**config.mk**
```make
export PLATFORM = sky130hd
export DESIGN_NAME = band_trend_swing_tracker
export DESIGN_NICKNAME = d
export VERILOG_FILES = /design/src/rtl/btst_pkg.sv /design/src/rtl/btst_div.sv /design/src/rtl/band_trend_swing_tracker.sv
export SDC_FILE = /design/constraint.sdc
export NUM_CORES = 2
export LEC_CHECK = 0
export ABC_CLOCK_PERIOD_IN_PS = 13500
export BUFFER_PORTS_ARGS = -buffer_cell sky130_fd_sc_hd__buf_2
export CORE_ASPECT_RATIO = 1.5
export CORE_UTILIZATION = 31
export DETAILED_ROUTE_END_ITERATION = 10
export GPL_TIMING_DRIVEN = 1
export PLACE_DENSITY = 0.45
export SLEW_MARGIN = 20
export SYNTH_ARGS = -nofsm -noshare
export SYNTH_HDL_FRONTEND = slang
export SYNTH_SLANG_ARGS = --single-unit
```
**constraint.sdc**
```tcl
create_clock -name clk_i -period 13.5 [get_ports clk_i]
set_clock_uncertainty 0.05 [all_clocks]
set_input_delay 2.7 -clock clk_i [delete_from_list [all_inputs] [get_ports clk_i]]
set_output_delay 2.7 -clock clk_i [all_outputs]
set_load 0.1 [all_outputs]
```
**src/rtl/btst_pkg.sv**
```systemverilog
// btst_pkg: shared types and constants of the band trend swing tracker
// no dependencies; imported by btst_div and band_trend_swing_tracker
package btst_pkg;

  localparam int unsigned PRICE_W   = 32;
  localparam int unsigned DAYS_W    = 20;
  localparam int unsigned CFG_W     = 22;
  localparam int unsigned WTHR_W    = 22;
  localparam int unsigned DTHR_W    = 21;
  localparam int unsigned NTHR_W    = 7;
  localparam int unsigned PTHR_W    = 21;

  localparam logic [DAYS_W-1:0] DAYS_MAX      = '1;
  localparam logic [WTHR_W-1:0] WIDTH_THR_RST = WTHR_W'(655360);

  localparam logic [1:0] MODE_NEUTRAL = 2'd0;
  localparam logic [1:0] MODE_UP      = 2'd1;
  localparam logic [1:0] MODE_DOWN    = 2'd2;

  typedef enum logic [1:0] {
    CFG_WIDTH_THR = 2'd0,
    CFG_DIST_THR  = 2'd1,
    CFG_DAYS_THR  = 2'd2,
    CFG_PCT_THR   = 2'd3
  } cfg_reg_e;

  // percent request: 100 * (minu - subt) / base in q16.16
  typedef struct packed {
    logic               start;
    logic [PRICE_W-1:0] minu;
    logic [PRICE_W-1:0] subt;
    logic [PRICE_W-1:0] base;
  } div_req_t;

  typedef struct packed {
    logic               done;
    logic [PRICE_W-1:0] pct;
  } div_rsp_t;

  // first member sits in the top bits, so up_days ends up lowest
  typedef struct packed {
    logic [PRICE_W-1:0] down_percent;
    logic [DAYS_W-1:0]  down_days;
    logic [PRICE_W-1:0] up_percent;
    logic [DAYS_W-1:0]  up_days;
  } result_t;

endpackage

```
**src/rtl/btst_div.sv**
```systemverilog
// btst_div: bit-serial percent unit, one quotient bit per cycle
// restoring division of 100*|diff|*2^16 by base with signed saturation; uses btst_pkg
module btst_div
  import btst_pkg::*;
(
  input  logic     clk_i,
  input  logic     rst_ni,
  input  div_req_t req_i,
  output div_rsp_t rsp_o
);

  localparam int unsigned QW   = PRICE_W;
  localparam int unsigned CW   = $clog2(QW);
  localparam int unsigned PW   = PRICE_W + 7;
  localparam int unsigned FRAC = 16;

  typedef enum logic [5:0] {
    DV_IDLE = 6'b000001,
    DV_ABS  = 6'b000010,
    DV_MUL  = 6'b000100,
    DV_CHK  = 6'b001000,
    DV_RUN  = 6'b010000,
    DV_END  = 6'b100000
  } div_phase_e;

  div_phase_e         phase_q, phase_d;
  logic [CW-1:0]      cnt_q, cnt_d;
  logic [PRICE_W-1:0] a_q, b_q, base_q, mag_q, rem_q, quo_q;
  logic [PW-1:0]      prod_q;
  logic               neg_q, zero_q, sat_q;
  logic [PRICE_W:0]   trial;
  logic               trial_ge;
  logic [PRICE_W-1:0] hi_ext;
  logic               pos_big, neg_big;

  assign trial    = {rem_q, quo_q[QW-1]};
  assign trial_ge = trial >= {1'b0, base_q};
  assign hi_ext   = PRICE_W'(prod_q[PW-1:FRAC]);

  always_comb begin
    phase_d = phase_q;
    cnt_d   = cnt_q;
    case (phase_q)
      DV_IDLE: if (req_i.start) phase_d = DV_ABS;
      DV_ABS:  phase_d = DV_MUL;
      DV_MUL:  phase_d = DV_CHK;
      DV_CHK: begin
        cnt_d   = '0;
        phase_d = DV_RUN;
      end
      DV_RUN: begin
        cnt_d = cnt_q + CW'(1);
        if (cnt_q == CW'(QW - 1)) phase_d = DV_END;
      end
      DV_END:  phase_d = DV_IDLE;
      default: phase_d = DV_IDLE;
    endcase
  end

  always_ff @(posedge clk_i or negedge rst_ni) begin
    if (!rst_ni) begin
      phase_q <= DV_IDLE;
      cnt_q   <= '0;
    end else begin
      phase_q <= phase_d;
      cnt_q   <= cnt_d;
    end
  end

  always_ff @(posedge clk_i) begin
    case (phase_q)
      DV_IDLE: if (req_i.start) begin
        a_q    <= req_i.minu;
        b_q    <= req_i.subt;
        base_q <= req_i.base;
      end
      DV_ABS: begin
        neg_q <= a_q < b_q;
        mag_q <= (a_q < b_q) ? (b_q - a_q) : (a_q - b_q);
      end
      DV_MUL: begin
        // times 100 as 64 + 32 + 4
        prod_q <= (PW'(mag_q) << 6) + (PW'(mag_q) << 5) + (PW'(mag_q) << 2);
        zero_q <= mag_q == '0;
      end
      DV_CHK: begin
        sat_q <= hi_ext >= base_q;
        rem_q <= hi_ext;
        quo_q <= {prod_q[FRAC-1:0], {(QW-FRAC){1'b0}}};
      end
      DV_RUN: begin
        rem_q <= trial_ge ? PRICE_W'(trial - {1'b0, base_q}) : trial[PRICE_W-1:0];
        quo_q <= {quo_q[QW-2:0], trial_ge};
      end
      default: ;
    endcase
  end

  assign pos_big = quo_q[QW-1];
  assign neg_big = quo_q[QW-1] && (|quo_q[QW-2:0]);

  always_comb begin
    rsp_o.done = phase_q == DV_END;
    if (zero_q) begin
      rsp_o.pct = '0;
    end else if (neg_q) begin
      rsp_o.pct = (sat_q || neg_big) ? {1'b1, {(QW-1){1'b0}}} : (~quo_q + PRICE_W'(1));
    end else begin
      rsp_o.pct = (sat_q || pos_big) ? {1'b0, {(QW-1){1'b1}}} : quo_q;
    end
  end

endmodule

```
**src/rtl/band_trend_swing_tracker.sv**
```systemverilog
// band_trend_swing_tracker: top level, trend state, swing registers and stream ports
// uses btst_pkg and the bit-serial percent unit btst_div
//
// One sample beat in, one result beat out. A sample whose result needs a percent
// figure passes a decision step, then the bit-serial divider (operand setup,
// times 100, range check, 32 quotient bits and a done step), then a step that
// writes the result register, and then returns to idle to take the next beat.
// Samples with no percent skip the divider and go from decision to the result
// step. The result register lets the next sample in while a result waits;
// a sample only stalls at its last step if the previous result is still held.
module band_trend_swing_tracker
  import btst_pkg::*;
#(
  parameter int unsigned INDEX_BITS = 20
) (
  input  logic                clk_i,
  input  logic                rst_ni,
  input  logic                s_axis_tvalid,
  output logic                s_axis_tready,
  // close_price, upper_distance, lower_distance, band_width
  input  logic [4*PRICE_W-1:0] s_axis_tdata,
  // first_of_series
  input  logic                s_axis_tuser,
  output logic                m_axis_tvalid,
  input  logic                m_axis_tready,
  // up_days, up_percent, down_days, down_percent
  output logic [$bits(result_t)-1:0] m_axis_tdata,
  input  logic                cfg_valid_i,
  output logic                cfg_ready_o,
  input  logic [1:0]          cfg_index_i,
  input  logic [CFG_W-1:0]    cfg_data_i
);

  localparam int unsigned IW = INDEX_BITS;
  localparam int unsigned DW = (IW > DAYS_W) ? IW : DAYS_W;

  typedef enum logic [3:0] {
    ST_IDLE = 4'b0001,
    ST_PREP = 4'b0010,
    ST_DIV  = 4'b0100,
    ST_FIN  = 4'b1000
  } state_e;

  state_e state_q, state_d;

  logic [WTHR_W-1:0] wthr_q;
  logic [DTHR_W-1:0] dthr_q;
  logic [NTHR_W-1:0] nthr_q;
  logic [PTHR_W-1:0] pthr_q;

  logic [1:0]         mode_q, mode_d;
  logic [PRICE_W-1:0] high_q, high_d, low_q, low_d;
  logic [IW-1:0]      hidx_q, hidx_d, lidx_q, lidx_d, sidx_q, sidx_d;
  logic               hseen_q, hseen_d, lseen_q, lseen_d;

  logic [PRICE_W-1:0] close_q, udist_q, ldist_q, bw_q;
  logic               first_q;

  logic               rep_q, rep_d, rev_q, rev_d, side_up_q, side_up_d;
  logic [IW-1:0]      days_q, days_d, cur_q, cur_d;
  logic [PRICE_W-1:0] pct_q, pct_d;

  result_t            res_q, res_d;
  logic               out_valid_q, out_valid_d;

  logic [1:0]         eff_mode;
  logic [PRICE_W-1:0] eff_high, eff_low;
  logic [IW-1:0]      eff_hidx, eff_lidx, eff_sidx;
  logic               eff_hseen, eff_lseen;
  logic [PRICE_W:0]   up_sum, lo_sum, bw_sum;
  logic               near_upper, near_lower, wide, ge_high, le_low;
  logic               fin_go, days_ok, pct_ok, rev_ok;
  logic [DW-1:0]      days_ext;
  logic [DAYS_W-1:0]  days_sat;

  div_req_t div_req;
  div_rsp_t div_rsp;

  btst_div u_div (
    .clk_i  (clk_i),
    .rst_ni (rst_ni),
    .req_i  (div_req),
    .rsp_o  (div_rsp)
  );

  assign s_axis_tready = state_q == ST_IDLE;
  assign m_axis_tvalid = out_valid_q;
  assign m_axis_tdata  = res_q;
  assign cfg_ready_o   = 1'b1;

  // first_of_series restarts the state before the sample is judged
  assign eff_mode  = first_q ? MODE_NEUTRAL : mode_q;
  assign eff_high  = first_q ? '0 : high_q;
  assign eff_low   = first_q ? '0 : low_q;
  assign eff_hidx  = first_q ? '0 : hidx_q;
  assign eff_lidx  = first_q ? '0 : lidx_q;
  assign eff_sidx  = first_q ? '0 : sidx_q;
  assign eff_hseen = first_q ? 1'b0 : hseen_q;
  assign eff_lseen = first_q ? 1'b0 : lseen_q;

  assign up_sum     = {udist_q[PRICE_W-1], udist_q} + (PRICE_W+1)'(dthr_q);
  assign lo_sum     = (PRICE_W+1)'(dthr_q) - {ldist_q[PRICE_W-1], ldist_q};
  assign bw_sum     = {bw_q[PRICE_W-1], bw_q} - (PRICE_W+1)'(wthr_q);
  assign near_upper = ~up_sum[PRICE_W];
  assign near_lower = ~lo_sum[PRICE_W];
  assign wide       = ~bw_sum[PRICE_W];
  assign ge_high    = close_q >= eff_high;
  assign le_low     = close_q <= eff_low;

  assign fin_go   = !out_valid_q || m_axis_tready;
  assign days_ok  = days_q >= IW'(nthr_q);
  assign pct_ok   = $signed(pct_q) >= $signed(PRICE_W'(pthr_q));
  assign rev_ok   = rev_q && days_ok && pct_ok;
  assign days_ext = DW'(days_q);
  assign days_sat = (days_ext > DW'(DAYS_MAX)) ? DAYS_MAX : days_ext[DAYS_W-1:0];

  always_comb begin
    state_d     = state_q;
    mode_d      = mode_q;
    high_d      = high_q;
    low_d       = low_q;
    hidx_d      = hidx_q;
    lidx_d      = lidx_q;
    sidx_d      = sidx_q;
    hseen_d     = hseen_q;
    lseen_d     = lseen_q;
    rep_d       = rep_q;
    rev_d       = rev_q;
    side_up_d   = side_up_q;
    days_d      = days_q;
    cur_d       = cur_q;
    pct_d       = pct_q;
    res_d       = res_q;
    out_valid_d = out_valid_q;
    div_req     = '0;

    if (out_valid_q && m_axis_tready) out_valid_d = 1'b0;

    case (state_q)
      ST_IDLE: if (s_axis_tvalid) state_d = ST_PREP;

      ST_PREP: begin
        mode_d    = eff_mode;
        high_d    = eff_high;
        low_d     = eff_low;
        hidx_d    = eff_hidx;
        lidx_d    = eff_lidx;
        hseen_d   = eff_hseen;
        lseen_d   = eff_lseen;
        sidx_d    = (eff_sidx != '1) ? eff_sidx + IW'(1) : eff_sidx;
        cur_d     = eff_sidx;
        rep_d     = 1'b0;
        rev_d     = 1'b0;
        side_up_d = 1'b0;
        days_d    = '0;
        if (eff_mode == MODE_UP) begin
          if (ge_high || near_upper) begin
            if (ge_high) begin
              high_d  = close_q;
              hidx_d  = eff_sidx;
              hseen_d = 1'b1;
            end
            if (eff_lseen) begin
              rep_d     = 1'b1;
              side_up_d = 1'b1;
              days_d    = eff_sidx - eff_lidx;
            end
          end else if (near_lower && wide) begin
            rev_d  = 1'b1;
            days_d = eff_sidx - eff_hidx;
          end
        end else if (eff_mode == MODE_DOWN) begin
          if (le_low || near_lower) begin
            if (le_low) begin
              low_d   = close_q;
              lidx_d  = eff_sidx;
              lseen_d = 1'b1;
            end
            if (eff_hseen) begin
              rep_d  = 1'b1;
              days_d = eff_sidx - eff_hidx;
            end
          end else if (near_upper && wide) begin
            rev_d     = 1'b1;
            side_up_d = 1'b1;
            days_d    = eff_sidx - eff_lidx;
          end
        end else begin
          if (near_upper && wide) begin
            high_d  = close_q;
            hidx_d  = eff_sidx;
            hseen_d = 1'b1;
            mode_d  = MODE_UP;
          end else if (near_lower && wide) begin
            low_d   = close_q;
            lidx_d  = eff_sidx;
            lseen_d = 1'b1;
            mode_d  = MODE_DOWN;
          end
        end
        div_req.start = rep_d || rev_d;
        if (side_up_d) begin
          div_req.minu = close_q;
          div_req.subt = eff_low;
          div_req.base = eff_low;
        end else begin
          div_req.minu = eff_high;
          div_req.subt = close_q;
          div_req.base = eff_high;
        end
        state_d = (rep_d || rev_d) ? ST_DIV : ST_FIN;
      end

      ST_DIV: if (div_rsp.done) begin
        pct_d   = div_rsp.pct;
        state_d = ST_FIN;
      end

      ST_FIN: if (fin_go) begin
        res_d       = '0;
        out_valid_d = 1'b1;
        if (rep_q || rev_ok) begin
          if (side_up_q) begin
            res_d.up_days    = days_sat;
            res_d.up_percent = pct_q;
          end else begin
            res_d.down_days    = days_sat;
            res_d.down_percent = pct_q;
          end
        end
        if (rev_ok) begin
          if (side_up_q) begin
            high_d  = close_q;
            hidx_d  = cur_q;
            hseen_d = 1'b1;
            mode_d  = MODE_UP;
          end else begin
            low_d   = close_q;
            lidx_d  = cur_q;
            lseen_d = 1'b1;
            mode_d  = MODE_DOWN;
          end
        end
        state_d = ST_IDLE;
      end

      default: state_d = ST_IDLE;
    endcase
  end

  always_ff @(posedge clk_i or negedge rst_ni) begin
    if (!rst_ni) begin
      state_q     <= ST_IDLE;
      mode_q      <= MODE_NEUTRAL;
      high_q      <= '0;
      low_q       <= '0;
      hidx_q      <= '0;
      lidx_q      <= '0;
      sidx_q      <= '0;
      hseen_q     <= 1'b0;
      lseen_q     <= 1'b0;
      rep_q       <= 1'b0;
      rev_q       <= 1'b0;
      out_valid_q <= 1'b0;
      wthr_q      <= WIDTH_THR_RST;
      dthr_q      <= '0;
      nthr_q      <= '0;
      pthr_q      <= '0;
    end else begin
      state_q     <= state_d;
      mode_q      <= mode_d;
      high_q      <= high_d;
      low_q       <= low_d;
      hidx_q      <= hidx_d;
      lidx_q      <= lidx_d;
      sidx_q      <= sidx_d;
      hseen_q     <= hseen_d;
      lseen_q     <= lseen_d;
      rep_q       <= rep_d;
      rev_q       <= rev_d;
      out_valid_q <= out_valid_d;
      if (cfg_valid_i && cfg_ready_o) begin
        case (cfg_reg_e'(cfg_index_i))
          CFG_WIDTH_THR: wthr_q <= cfg_data_i[WTHR_W-1:0];
          CFG_DIST_THR:  dthr_q <= cfg_data_i[DTHR_W-1:0];
          CFG_DAYS_THR:  nthr_q <= cfg_data_i[NTHR_W-1:0];
          CFG_PCT_THR:   pthr_q <= cfg_data_i[PTHR_W-1:0];
          default: ;
        endcase
      end
    end
  end

  always_ff @(posedge clk_i) begin
    if (s_axis_tvalid && s_axis_tready) begin
      close_q <= s_axis_tdata[PRICE_W-1:0];
      udist_q <= s_axis_tdata[2*PRICE_W-1:PRICE_W];
      ldist_q <= s_axis_tdata[3*PRICE_W-1:2*PRICE_W];
      bw_q    <= s_axis_tdata[4*PRICE_W-1:3*PRICE_W];
      first_q <= s_axis_tuser;
    end
    side_up_q <= side_up_d;
    days_q    <= days_d;
    cur_q     <= cur_d;
    pct_q     <= pct_d;
    res_q     <= res_d;
  end

`ifndef SYNTH
  a_done_in_div: assert property (@(posedge clk_i) disable iff (!rst_ni)
    div_rsp.done |-> state_q == ST_DIV)
    else $error("percent unit finished outside the divide wait");

  a_mode_known: assert property (@(posedge clk_i) disable iff (!rst_ni)
    mode_q == MODE_NEUTRAL || mode_q == MODE_UP || mode_q == MODE_DOWN)
    else $error("trend mode holds the unused code");

  a_idx_order: assert property (@(posedge clk_i) disable iff (!rst_ni)
    hidx_q <= sidx_q && lidx_q <= sidx_q)
    else $error("swing index ahead of sample index");

  a_fin_out: assert property (@(posedge clk_i) disable iff (!rst_ni)
    (state_q == ST_FIN && fin_go) |=> m_axis_tvalid)
    else $error("finished sample left no result beat");
`endif

endmodule
```
# ---- Word-level counts from Yosys, hierarchy flattened
# Index checks and enable logic that the tools add are counted.
dict set report word_totals {
  reg_bits 757
  in_bits 158
  output_inout_bits 107
  wordCells 246
}
dict set report classes {
  n_addsub 13
  n_lt_le_gt_ge 8
  eq_ne 25
  mux 120
  bitwise_logic 5
  n_reduce_logical 34
}
# operator n
set op_table {}
lappend op_table {{two-way mux 32 bit} 24}
lappend op_table {{two-way mux 20 bit} 30}
lappend op_table {{case mux 32 bit (2 select lines)} 4}
lappend op_table {{two-way mux 97 bit} 1}
lappend op_table {{two-way mux 96 bit} 1}
lappend op_table {{subtractor 32 bit} 3}
lappend op_table {{case mux 20 bit (2 select lines)} 2}
lappend op_table {{subtractor 20 bit} 2}
lappend op_table {{adder 38 x 37 -> 39 bit} 1}
lappend op_table {{adder 39 x 34 -> 39 bit} 1}
lappend op_table {{two-way mux 1 bit} 38}
lappend op_table {{adder 32 x 22 -> 33 bit} 1}
lappend op_table {{>= comparator 33 x 32 -> 1 bit} 1}
lappend op_table {{subtractor 22 x 32 -> 33 bit} 1}
lappend op_table {{subtractor 32 x 23 -> 33 bit} 1}
lappend op_table {{adder 32 x 1 -> 32 bit, second input constant} 1}
lappend op_table {{>= comparator 23 x 32 -> 1 bit} 1}
lappend op_table {{>= comparator 32 x 22 -> 1 bit} 1}
lappend op_table {{>= comparator 32 bit} 1}
lappend op_table {{<= comparator 32 bit} 1}
lappend op_table {{logical NOT 32 bit} 1}
lappend op_table {{less-than comparator 32 bit} 1}
lappend op_table {{inverter 32 bit} 1}
lappend op_table {{OR reduction 31 bit} 1}
lappend op_table {{other kinds (38)} 85}

# ---- Longest topological paths before layout
dict set report logic_depth {
  ltp_word 12
  mapped_depth 22
  ltp_nobuf 16
}

# ---- Modules after synthesis
# A second synthesis with hierarchy kept.
dict set report unflattened {
  cells_unflattened 4119
  hier_area_um2 43628.1
}
# mod instances cells_per_inst area_each_um2 seq_area_each_um2
set modules_own_cells {}
lappend modules_own_cells {band_trend_swing_tracker 1 2293 25862.3 14347.5}
lappend modules_own_cells {btst_div 1 1826 17765.8 7243.2}

# ---- Worst setup path after synthesis
# Ideal clock, no wire load.
dict set report synth_timing {
  kind {reg2reg}
  from {reg first_q}
  to {reg u_div.a_q[0] (enable)}
  setup_ns 0.695
  t_arrival_ns 10.572
  required_ns 12.755
  slack_ns 2.182
  stages_incl_launch_ff 19
  path_buffers 6
  period_less_slack_ns 11.318
  path_cell_list {edfxtp_1 > clkbuf_1 > inv_1 > clkbuf_1 > clkbuf_1 > clkbuf_1 > buf_1 > nand2_1 > ha_1 > a21o_1 > a21o_1 > a21oi_1 > nand2_1 > a41oi_1 > o21ai_0 > nand2_1 > a31oi_1 > clkbuf_1 > a211oi_1}
}
dict set report synth_between {
  elab_chain_cells 10
  word_cells_on_any_way 26
  cone_classes {order compare (2); eq/ne (2); mux (18); reduce/logical (4)}
}
# item line
set synth_lines {}
lappend synth_lines {{start: declaration} band_trend_swing_tracker.sv:57} ;# logic first_q;
lappend synth_lines {{start signal: assignment} band_trend_swing_tracker.sv:300} ;# first_q <= s_axis_tuser;
lappend synth_lines {{two-way mux 32 bit} band_trend_swing_tracker.sv:94} ;# assign eff_low = first_q ? '0 : low_q;
lappend synth_lines {{<= comparator 32 bit} band_trend_swing_tracker.sv:108} ;# assign le_low = close_q <= eff_low;
lappend synth_lines {{logical OR 1 bit} band_trend_swing_tracker.sv:173} ;# if (le_low || near_lower) begin
lappend synth_lines {{two-way mux 1 bit} band_trend_swing_tracker.sv:173}
lappend synth_lines {{two-way mux 1 bit} band_trend_swing_tracker.sv:172} ;# end else if (eff_mode == MODE_DOWN) begin
lappend synth_lines {{two-way mux 1 bit} band_trend_swing_tracker.sv:156} ;# if (eff_mode == MODE_UP) begin
lappend synth_lines {{two-way mux 1 bit} band_trend_swing_tracker.sv:139} ;# case (state_q)
lappend synth_lines {{logical OR 1 bit *} band_trend_swing_tracker.sv:201} ;# div_req.start = rep_d || rev_d;
lappend synth_lines {{two-way mux 97 bit *} band_trend_swing_tracker.sv:139}
lappend synth_lines {{AND reduction 2 bit (no line) *} --}
lappend synth_lines {{end signal: assignment} btst_div.sv:73} ;# a_q <= req_i.minu;
lappend synth_lines {{end: declaration} btst_div.sv:28} ;# logic [PRICE_W-1:0] a_q, b_q, base_q, mag_q, rem_q, quo_q;
# Mark *: on every way between the ends. The rest lies on a longest branch, timed or not. The select of a mux whose other input is x is not followed.
# A chain may end at the register's enable or synchronous reset.

# ---- Final worst setup path
dict set report layout_timing {
  from {reg first_q}
  to {reg u_div.base_q[14] (enable)}
}
dict set report layout_between {
  elab_chain_cells 10
  word_cells_on_any_way 26
  cone_classes {order compare (2); eq/ne (2); mux (18); reduce/logical (4)}
}
# item line
set layout_lines {}
lappend layout_lines {{two-way mux 32 bit} band_trend_swing_tracker.sv:94}
lappend layout_lines {{<= comparator 32 bit} band_trend_swing_tracker.sv:108}
lappend layout_lines {{logical OR 1 bit} band_trend_swing_tracker.sv:173}
lappend layout_lines {{two-way mux 1 bit} band_trend_swing_tracker.sv:173}
lappend layout_lines {{two-way mux 1 bit} band_trend_swing_tracker.sv:172}
lappend layout_lines {{two-way mux 1 bit} band_trend_swing_tracker.sv:156}
lappend layout_lines {{two-way mux 1 bit} band_trend_swing_tracker.sv:139}
lappend layout_lines {{logical OR 1 bit *} band_trend_swing_tracker.sv:201}
lappend layout_lines {{two-way mux 97 bit *} band_trend_swing_tracker.sv:139}
lappend layout_lines {{AND reduction 2 bit (no line) *} --}
lappend layout_lines {{end signal: assignment} btst_div.sv:75} ;# base_q <= req_i.base;
lappend layout_lines {{end: declaration} btst_div.sv:28}
# Marked as above.

==> metrics.md <==
| Metric | Value |
|---|---|
| Most frequent cells in the layout | 538 x edfxtp_1, 432 x nand2_1, 365 x ha_1, 282 x inv_1, 262 x buf_2 |
| Power per cell area | 145 nW/um^2 |
| Wire length per cell | 21.7 um |
| Ports | 265 |
| # hold bufs at CTS | 0 |
| Nets | 4,792 |
| Peak VDD IR | 102 uV |
| Commonest non-fill, non-tap cell in the layout | edfxtp_1 |
| Die W | 306 um |
| EDFF count, synth | 538 |
| Detail-routed via count per cell | 5.11 |
| Post-cts repair resize count | 0 |
| Final Max Slew Viols | 0 |
| CTS tree | done |
| Die outline height | 458 um |
| Number of global-route vias before repair | 31,800 |
| Ys Warns | 0 |
| Leak Pwr | 20.5 nW |
| CP Max Fanout | 77 |
| Largest net degree at the start of global routing | 110 |
| Worst hold start | u_div.prod_q[2] |
| Initial DRC Count | 1,680 |
| Synth top area share | 37.6% |
| Clk slew on worst S/H paths | 60 ps |
| Async SR Flop Fraction | 28.7% |
| Fin. Hold Viols | 0 |
| Setup Buffers After CTS | 0 |
| Critical path startpoint category | flip-flop |
| Drt total wl | 132 mm |
| CP Data Arrival Time | 7440 ps |
| Worst r2r src | first_q |
| Worst-margin pin slew | 1170 ps |
| Syn nets | 4,563 |
| Port bufs | 263 |
| H-tree Lvls | 3 |
| Synthesized area per cell | 10.7 um^2 |
| Initial antenna violation count | 1 |
| Min Clock Period, post-route | 7180 ps |
| Die area | 140,000 um^2 |
| RSZ-0062 raised after global routing | no |
| # DRC | 0 |
| DRT Pass-1 Iters | 5 |
| Yosys reg bits | 755 |
| WP data required | 13,760 ps |
| Layout cells sized above 1 | 13.0% |
| Congestion Overflow GR | 0 |
| CTS root buf | clkbuf_16 |
| Relative slew slack | 21.5% |
| Status | complete, no violations |
| Num CTS Buffers | 86 |
| Crit path from | first_q |
| Core Area | 137,000 um^2 |
| Largest register FFs | 104 |
| Routability cong. | 0.850 |
| Final setup fails | 0 |
| Via Count | 31,000 |
| Largest area contributor in the synthesized netlist | edfxtp_1 |
| Distinct cells, synth | 85 |
| CP endpoint kind | flip-flop |
| Setup TNS | 0 ps |
| Num rows | 166 |
| Top FF cell, synth | edfxtp_1 |
| Fill cells | 13,600 |
| Max Root-Sink Buffers | 3 |
| Max_cap viols | 0 |
| Final core utilization | 36.2% |
| Mapped cell area | 42,900 um^2 |
| Dpl hpwl | 97.9 mm |
| Most area-consuming cells after synthesis | edfxtp_1 38%, dfrtp_1 12%, ha_1 11% |
| CTS Sinks | 755 |
| Post-Syn Instances | 4,006 |
| Register area share after synthesis | 50.3% |
| Tot GR Track Use | 18.7% |
| Maximum clock frequency | 139 MHz |
| Initial Util | 31.4% |
| Area delta synth->final | 15.3% |
| First-pass GRT wire length | 200 mm |
| Fin crit share | 53.2% |
| WS Path Type | reg -> reg |
| DRT antenna net count | 0 |
| Worst Hold Class | reg -> reg |
| Clock latency on the worst-skew pair | 740 ps |
[critical path, cell delays in order, from the launching register on]
cell      delay (ps)
edfxtp_1         350
buf_4            290
clkinv_2         470
buf_4            740
nand2_1          110
ha_1             350
nand4_1          120
or2_2            330
nor2_1           230
o21a_1           150
o21ai_0          100
o211ai_1         220
nand3_1          210
nor3_1           900
a21oi_4            0
buf_4            410
a211oi_4         290
buf_4            530
buf_4            680
[layer usage]
layer	track usage (%)	vias up	routed length, um
li1	-	15000	-
met1	22.2	15300	54100
met2	34.1	632	68100
met3	2.27	163	4730
met4	7.26	0	4570
met5	0	-	0
[power breakdown]
part	switching, mW	internal [mW]	leakage [nW]
clock	1.04	1.60	1.51
sequential	0.228	2.80	7.80
combinational	0.969	0.552	11.2
total	2.24	4.94	20.5
[stage by stage]
step	cell area [um^2]	setup slack [ps]	instances	power, mW	hold WS [ps]
final	49500	6320	6074	7.18	430
after global placement	46300	6600	5908	4.58	426
after floorplan	42900	2180	4006	4.07	399
after global routing	49500	5830	6072	7.55	454
after CTS	49500	6340	6070	7.28	424
after detailed placement	46300	6400	5909	4.60	435
[path summary, 6_finish.rpt]
check                                   endpoint  slack [ps]  depth (start not counted)
worst max-delay path            u_div.base_q[14]        6320                         18
worst min-delay path             u_div.quo_q[18]         430                          2
worst max register to register  u_div.base_q[14]        6320                         18
worst min register to register   u_div.quo_q[18]         430                          2
max in group asynchronous             dthr_q[12]        9130                          3
min in group asynchronous              sidx_q[9]        1990                          1
[logic make-up after synthesis]
group	Yosys count	share of synthesized area, %
DFF	755	50.3
xor gates and xnor gates	135	2.75
other	1	0.00873
buffers and inverters	454	4.03
AOI/OAI and AO/OA	991	15.3
muxes	78	1.98
adders and majority gates	399	12.2
and+or+nand+nor	1193	13.4
[cells in the mapped netlist, types with 38 or more instances]
master and count:
inv_1 285, xnor2_1 79, nor2_1 250, nand4_1 41
nand3_1 59, and3_1 85, nand2_1 432, nor2b_1 38
o21ai_0 181, a211oi_1 61, ha_1 365, a22o_1 71
dfrtp_1 213, xor2_1 56, a21oi_1 262, o21a_1 38
clkbuf_1 149, a21o_1 145, mux2_2 54, nor3_1 53
edfxtp_1 538, and2_1 77
[final cells by class]
| type | count | area (um^2) | area share [%] |
|---|---|---|---|
| timing repair buffer | 308 | 1710 | 3.45 |
| multi-input combinational | 2797 | 19800 | 39.9 |
| clock inverter | 49 | 892 | 1.80 |
| antenna | 2 | 5.00 | 0.0101 |
| inverter | 287 | 1080 | 2.18 |
| tap | 1764 | 2210 | 4.46 |
| clock buffer | 112 | 2290 | 4.62 |
| sequential | 755 | 21600 | 43.6 |
(Power assumes the default switching activity.)
